## src/sv/fcm_pkg.sv

```systemverilog
package fcm_pkg;

    localparam int NUM_CH     = 4;
    localparam int CH_W       = $clog2(NUM_CH);
    localparam int SAMPLE_W   = 24;
    localparam int GAIN_W     = 24;
    localparam int TARGET_W   = 16;
    localparam int CFG_IDX_W  = 8;
    localparam int FRAC_W     = 22;
    localparam int WINDOW_LEN = 2048;
    localparam int WCNT_W     = $clog2(WINDOW_LEN + 1);

    // Blend coefficient for the new target: round(0.001 * 2^22).
    localparam int COEF_NEW   = 4194;

    // Shared multiplier operands are signed and one bit wider than the gain.
    localparam int MUL_W      = GAIN_W + 1;
    localparam int PROD_W     = 2 * MUL_W;
    // A product shifted down by the fraction bits.
    localparam int WIDE_W     = PROD_W - FRAC_W;
    // Running mix of four saturated samples.
    localparam int MIX_W      = SAMPLE_W + CH_W;

    localparam int IN_W       = NUM_CH * SAMPLE_W;
    localparam int OUT_W      = (NUM_CH + 1) * SAMPLE_W;

    typedef enum logic [2:0] {
        ST_IDLE,
        ST_GAIN_MUL,
        ST_GAIN_UPD,
        ST_SAMP_MUL,
        ST_SAMP_UPD,
        ST_OUT
    } fcm_state_t;

    typedef struct packed {
        logic                    start;
        logic signed [MUL_W-1:0] op_a;
        logic signed [MUL_W-1:0] op_b;
    } fcm_mul_req_t;

    // Clamp a wide signed value to the signed sample range.
    function automatic logic signed [SAMPLE_W-1:0] sat_sample(
        input logic signed [WIDE_W-1:0] v
    );
        logic ovf;
        ovf = (v[WIDE_W-1:SAMPLE_W-1] != {(WIDE_W-SAMPLE_W+1){1'b0}}) &&
              (v[WIDE_W-1:SAMPLE_W-1] != {(WIDE_W-SAMPLE_W+1){1'b1}});
        if (!ovf) begin
            return v[SAMPLE_W-1:0];
        end else if (v[WIDE_W-1]) begin
            return {1'b1, {(SAMPLE_W-1){1'b0}}};
        end else begin
            return {1'b0, {(SAMPLE_W-1){1'b1}}};
        end
    endfunction

endpackage

```

## src/sv/fcm_mul.sv

```systemverilog
module fcm_mul
    import fcm_pkg::*;
(
    input  logic                     aclk,
    input  fcm_mul_req_t             req,
    output logic signed [PROD_W-1:0] prod_reg
);

    logic signed [PROD_W-1:0] prod_next;

    assign prod_next = $signed(req.op_a) * $signed(req.op_b);

    always_ff @(posedge aclk) begin
        if (req.start) begin
            prod_reg <= prod_next;
        end
    end

endmodule

```

## config.mk

```make
export PLATFORM = sky130hd
export DESIGN_NAME = fcm_mul
export DESIGN_NICKNAME = d
export VERILOG_FILES = /design/src/sv/fcm_pkg.sv /design/src/sv/fcm_mul.sv
export SDC_FILE = /design/constraint.sdc
export NUM_CORES = 2
export LEC_CHECK = 0
export BUFFER_PORTS_ARGS = -buffer_cell sky130_fd_sc_hd__buf_2
export CAP_MARGIN = 40
export CORE_MARGIN = 3
export CORE_UTILIZATION = 55
export CTS_CLUSTER_DIAMETER = 80
export DETAILED_ROUTE_END_ITERATION = 16
export PLACE_DENSITY = 0.83
export SYNTH_ARGS = -nofsm -noshare
export SYNTH_HDL_FRONTEND = slang
export SYNTH_SLANG_ARGS = --single-unit
```

## constraint.sdc

```tcl
create_clock -name aclk -period 13.7 [get_ports aclk]
set_clock_uncertainty 0.1 [all_clocks]
set_input_delay 0.685 -clock aclk [delete_from_list [all_inputs] [get_ports aclk]]
set_output_delay 0.685 -clock aclk [all_outputs]
set_load 0.02 [all_outputs]
```

After elaboration in Yosys (flattened, before gate mapping):

Cells that the tools add are included.

* input bits: 52
* register bits after elaboration: 50
* logic and storage cells: 2

* multipliers: 1

Operator list (count)
* $mul A25 B25 Y50: 1

Depth between registers and ports, before layout:

* depth in word-level cells: 1
* gate-level depth with buffers: 27

Worst setup path before layout:

OpenSTA, ideal clock, no wires.

* path type: input port to flip-flop
* start: in req[49] (netlist name)
* end: reg prod_reg[47] (data pin)
* stages: 24
* setup slack: 5.881 ns
* data arrival time: 7.446 ns
* data required time: 13.327 ns
* path buffers: 2
* cell sequence: clkbuf_1 > nand2_1 > inv_1 > fa_1 > inv_1 > fa_1 > inv_1 > fa_1 > inv_1 > fa_1 > fa_1 > fa_1 > fa_1 > inv_1 > ha_1 > clkbuf_1 > nand4_1 > nor3_2 > and3_1 > a211oi_4 > o32ai_2 > nor3_1 > o21ai_1 > o2111ai_1

* cells in the longest elaborated chain, start to end: 1

Ends and longest elaborated chain
* from (decl): RTL line fcm_mul.sv:5 `input fcm_mul_req_t req,`
* $mul A25 B25 Y50: RTL line fcm_mul.sv:11 `assign prod_next = $signed(req.op_a) * $signed(req.op_b);`
* net prod_next[47]: RTL line fcm_mul.sv:9 `logic signed [PROD_W-1:0] prod_next;`
* to (signal assigned): RTL line fcm_mul.sv:15 `prod_reg <= prod_next;`
* to (decl): RTL line fcm_mul.sv:6 `output logic signed [PROD_W-1:0] prod_reg`

The timed path passes the listed nets, and every way through them passes these cells.
A chain may end at the register's enable or synchronous reset.

Final worst setup path:

* start: in req[1] (netlist name)
* end: reg prod_reg[47] (data pin)

Same word-level chain as after synthesis.

==> impl_summary.txt <==
----------------------------------------------------
[Outcome]
  Outcome ... finished clean

[Worst setup path]
  Most used cell along the critical path ... sky130_fd_sc_hd__fa_1
  CP max FO ... 25
  Startpoint Class ... input port
  Start-to-end type of the worst setup path ... input port to register
  Slowest cell delay on critical path ... 890 ps
  Critical Path, Cell by Cell ... buf_2, nand2_1, inv_1, fa_1, inv_1, fa_1, inv_1, fa_1, inv_1, fa_1, fa_1, fa_1, fa_1, inv_1, ha_1, nand4_1, nor3_2, and3_1, a211oi_4, o32ai_2, nor3_1, o21ai_1, o2111ai_1
  CP Capture Type ... register
  Library cell contributing the largest single delay on the critical path ... sky130_fd_sc_hd__fa_1
  Required time of the critical path ... 13640 ps
  Worst endpoint data arrival time ... 8260 ps
  Critical path origin ... req[1]

[Cells and area]
  Post-route cell area ... 0.0258 mm^2
  Share of final-layout standard cells stronger than drive strength 1 ... 5.45%
  Top library cells by usage in the layout, fill and taps aside ... sky130_fd_sc_hd__inv_1, sky130_fd_sc_hd__fa_1, sky130_fd_sc_hd__and2_1
  Net total in the final layout ... 3438
  # diodes ... 0
  Most frequent standard cell in the layout excluding fill and tap cells ... sky130_fd_sc_hd__inv_1
  Area Overhead vs Synth ... 4.21%
  Max FFs per register ... 50

[Die]
  Core Box Area ... 0.0443 mm^2
  Vert. Die Dim ... 218 um
  Initial core utilization ... 55.8%
  FP Rows ... 77
  Die Outline Area ... 0.0476 mm^2
  Die Wd ... 218 um
  Ports ... 102

[Logic synthesis]
  Part of the Yosys area used for sequential elements ... 6.07%
  Distinct cells, synth ... 59
  Number of flops mapped to enable cells by yosys ... 50
  Leading post-synthesis cells by cell area ... sky130_fd_sc_hd__fa_1, sky130_fd_sc_hd__inv_1, sky130_fd_sc_hd__and2_1
  Area leader, netlist ... sky130_fd_sc_hd__fa_1
  Area share of the largest cell type after synthesis ... 53.2%
  Total standard cell area after synthesis ... 0.0247 mm^2
  Gate count after technology mapping ... 2584
  Share of async-settable or async-resettable flops after synthesis ... 0%
  Syn Area/Cell ... 9.58 um^2
  Post-synthesis net count ... 3435
  Number of synthesized register bits ... 50
  Synthesis warning total ... 0
  Most frequently used flop master after synthesis ... sky130_fd_sc_hd__edfxtp_1

[Clocking]
  Clock tree from TritonCTS ... done
  Root Buffer Master ... sky130_fd_sc_hd__clkbuf_16
  Number of H-tree levels ... 2
  Buffers inserted by post-CTS timing repair ... 0
  Maximum count of clock buffers along a single path ... 2
  Clock tree sinks ... 50
  Number of buffers created by CTS ... 5
  Count of hold-fix buffers inserted at cts ... 0
  Clk pin slew, worst setup/hold paths ... 70 ps
  Post_cts resized ... 0

[Worst hold path]
  Depth of the worst hold-timing path ... 1
  Path category of the worst min-delay check ... input port to register
  Endpoint of the worst hold path ... prod_reg[49]$_DFFE_PP_
  Min-delay src ... req[50]

[Timing]
  Final Hold Fails ... 0
  Sum Neg Setup Slack ... 0 ps
  Transition time of the tightest slew-check pin ... 674 ps
  Share of the cycle needed by the critical path after routing ... 60.7%
  Upper clock frequency limit ... 120 MHz
  Max transition margin ... 54.9%
  Final Critical Period ... 8320 ps
  Max-slew violation count ... 0
  Unrepaired setup endpoints after global routing ... no
  Setup violations, final ... 0
  Hold Slack ... 662 ps
  Final worst setup slack ... 5380 ps

[Global routing]
  Antenna violations before repair ... 0
  Tot GR Track Use ... 26.9%
  Maximum number of pins on one net before global-route repair ... 43
  Via count of the first global-routing pass ... 20600
  Overflow left after global routing ... 0
  Wire length of the first global-routing pass ... 100000 um

[Drt]
  Iter 0 DRT Violations ... 1065
  Total DRC errors in the routed layout ... 0
  Detailed Routing Iterations Pass 1 ... 5
  Detail-routed via count per cell ... 5.49
  Total length of routed wires ... 59500 um
  Average wire per standard cell ... 18.7 um
  Number of nets with antenna violations after routing ... 0
  Total number of vias ... 17500

[Place]
  Global placement routability congestion ... 0.918
  Total of buffers placed on input and output ports ... 101
  Post-placement setup slack ... 5060 ps
  Area of placed instances ... 0.0256 mm^2
  DP Wirelength ... 48500 um

[Job]
  Maximum capacitance violations ... 0

----------------------------------------------------
==> layout make-up <==
type	instances	area (um^2)
Clock buffer	5	125
Clock inverter	3	25.0
Fill cell	3662	18500
Inverter	704	2640
Multi-Input combinational cell	1722	20200
Sequential cell	50	1500
Tap cell	592	741
Timing Repair Buffer	104	556
==> worst max-delay path: cells and delay by family <==
family          cells  cell delay, ps
simple gates        5            1120
fa+ha+maj           8            4820
compound gates      4             750
buf+inv             6             870
==> cells by family (layout without fill, tap and decap cells) <==
family	Yosys count	count (layout)	share of synthesized area, %
compound gates	151	151	4.44
mux	1	1	0.0455
flops	50	50	6.07
simple gates	714	714	14.8
xor+xnor	57	57	2.02
fa+ha+maj	799	799	60.4
buf+inv	812	816	12.3
==> cell usage after synthesis (all sizes together) (4+ instances only) <==
cell,number
inv,704
fa,658
and2,319
nand2,313
ha,141
clkbuf,108
a21oi,54
edfxtp,50
xnor2,38
o21ai,23
nor2,22
nor2b,19
xor2,19
a21o,18
o21bai,9
nand2b,8
nand3,8
nor3,7
a31oi,6
nand4,6
o211ai,6
a211o,4
a211oi,4
and3,4
o21a,4
==> stage by stage <==
step                      utilization (%)  instances
after global placement               57.7       3169
after detailed placement             57.8       3172
final                                58.2       3180
after CTS                            58.2       3180
after global routing                 58.2       3180
after floorplan                         -       2584
==> layer usage <==
layer | global-route usage (%) | share of wire [%] | up-vias | routed length, um
li1 | - | - | 7404 | -
met1 | 30.4 | 34 | 9031 | 20300
met2 | 48.8 | 52 | 781 | 31100
met3 | 3.31 | 6.0 | 258 | 3600
met4 | 16.3 | 7.7 | 0 | 4600
met5 | 0 | 0 | - | 0
==> how the worst max path moves through the flow <==
stage / to / slack (ps)
after global routing: prod_reg[47]$_DFFE_PP_ / 4960
after CTS: prod_reg[47]$_DFFE_PP_ / 5380
final: prod_reg[47]$_DFFE_PP_ / 5380
after global placement: prod_reg[47]$_DFFE_PP_ / 5360
after detailed placement: prod_reg[47]$_DFFE_PP_ / 5060
after floorplan: prod_reg[47]$_DFFE_PP_ / 5880
Power is not shown: default switching activity piles up to over one toggle a cycle in this logic, so the estimate is an artifact.
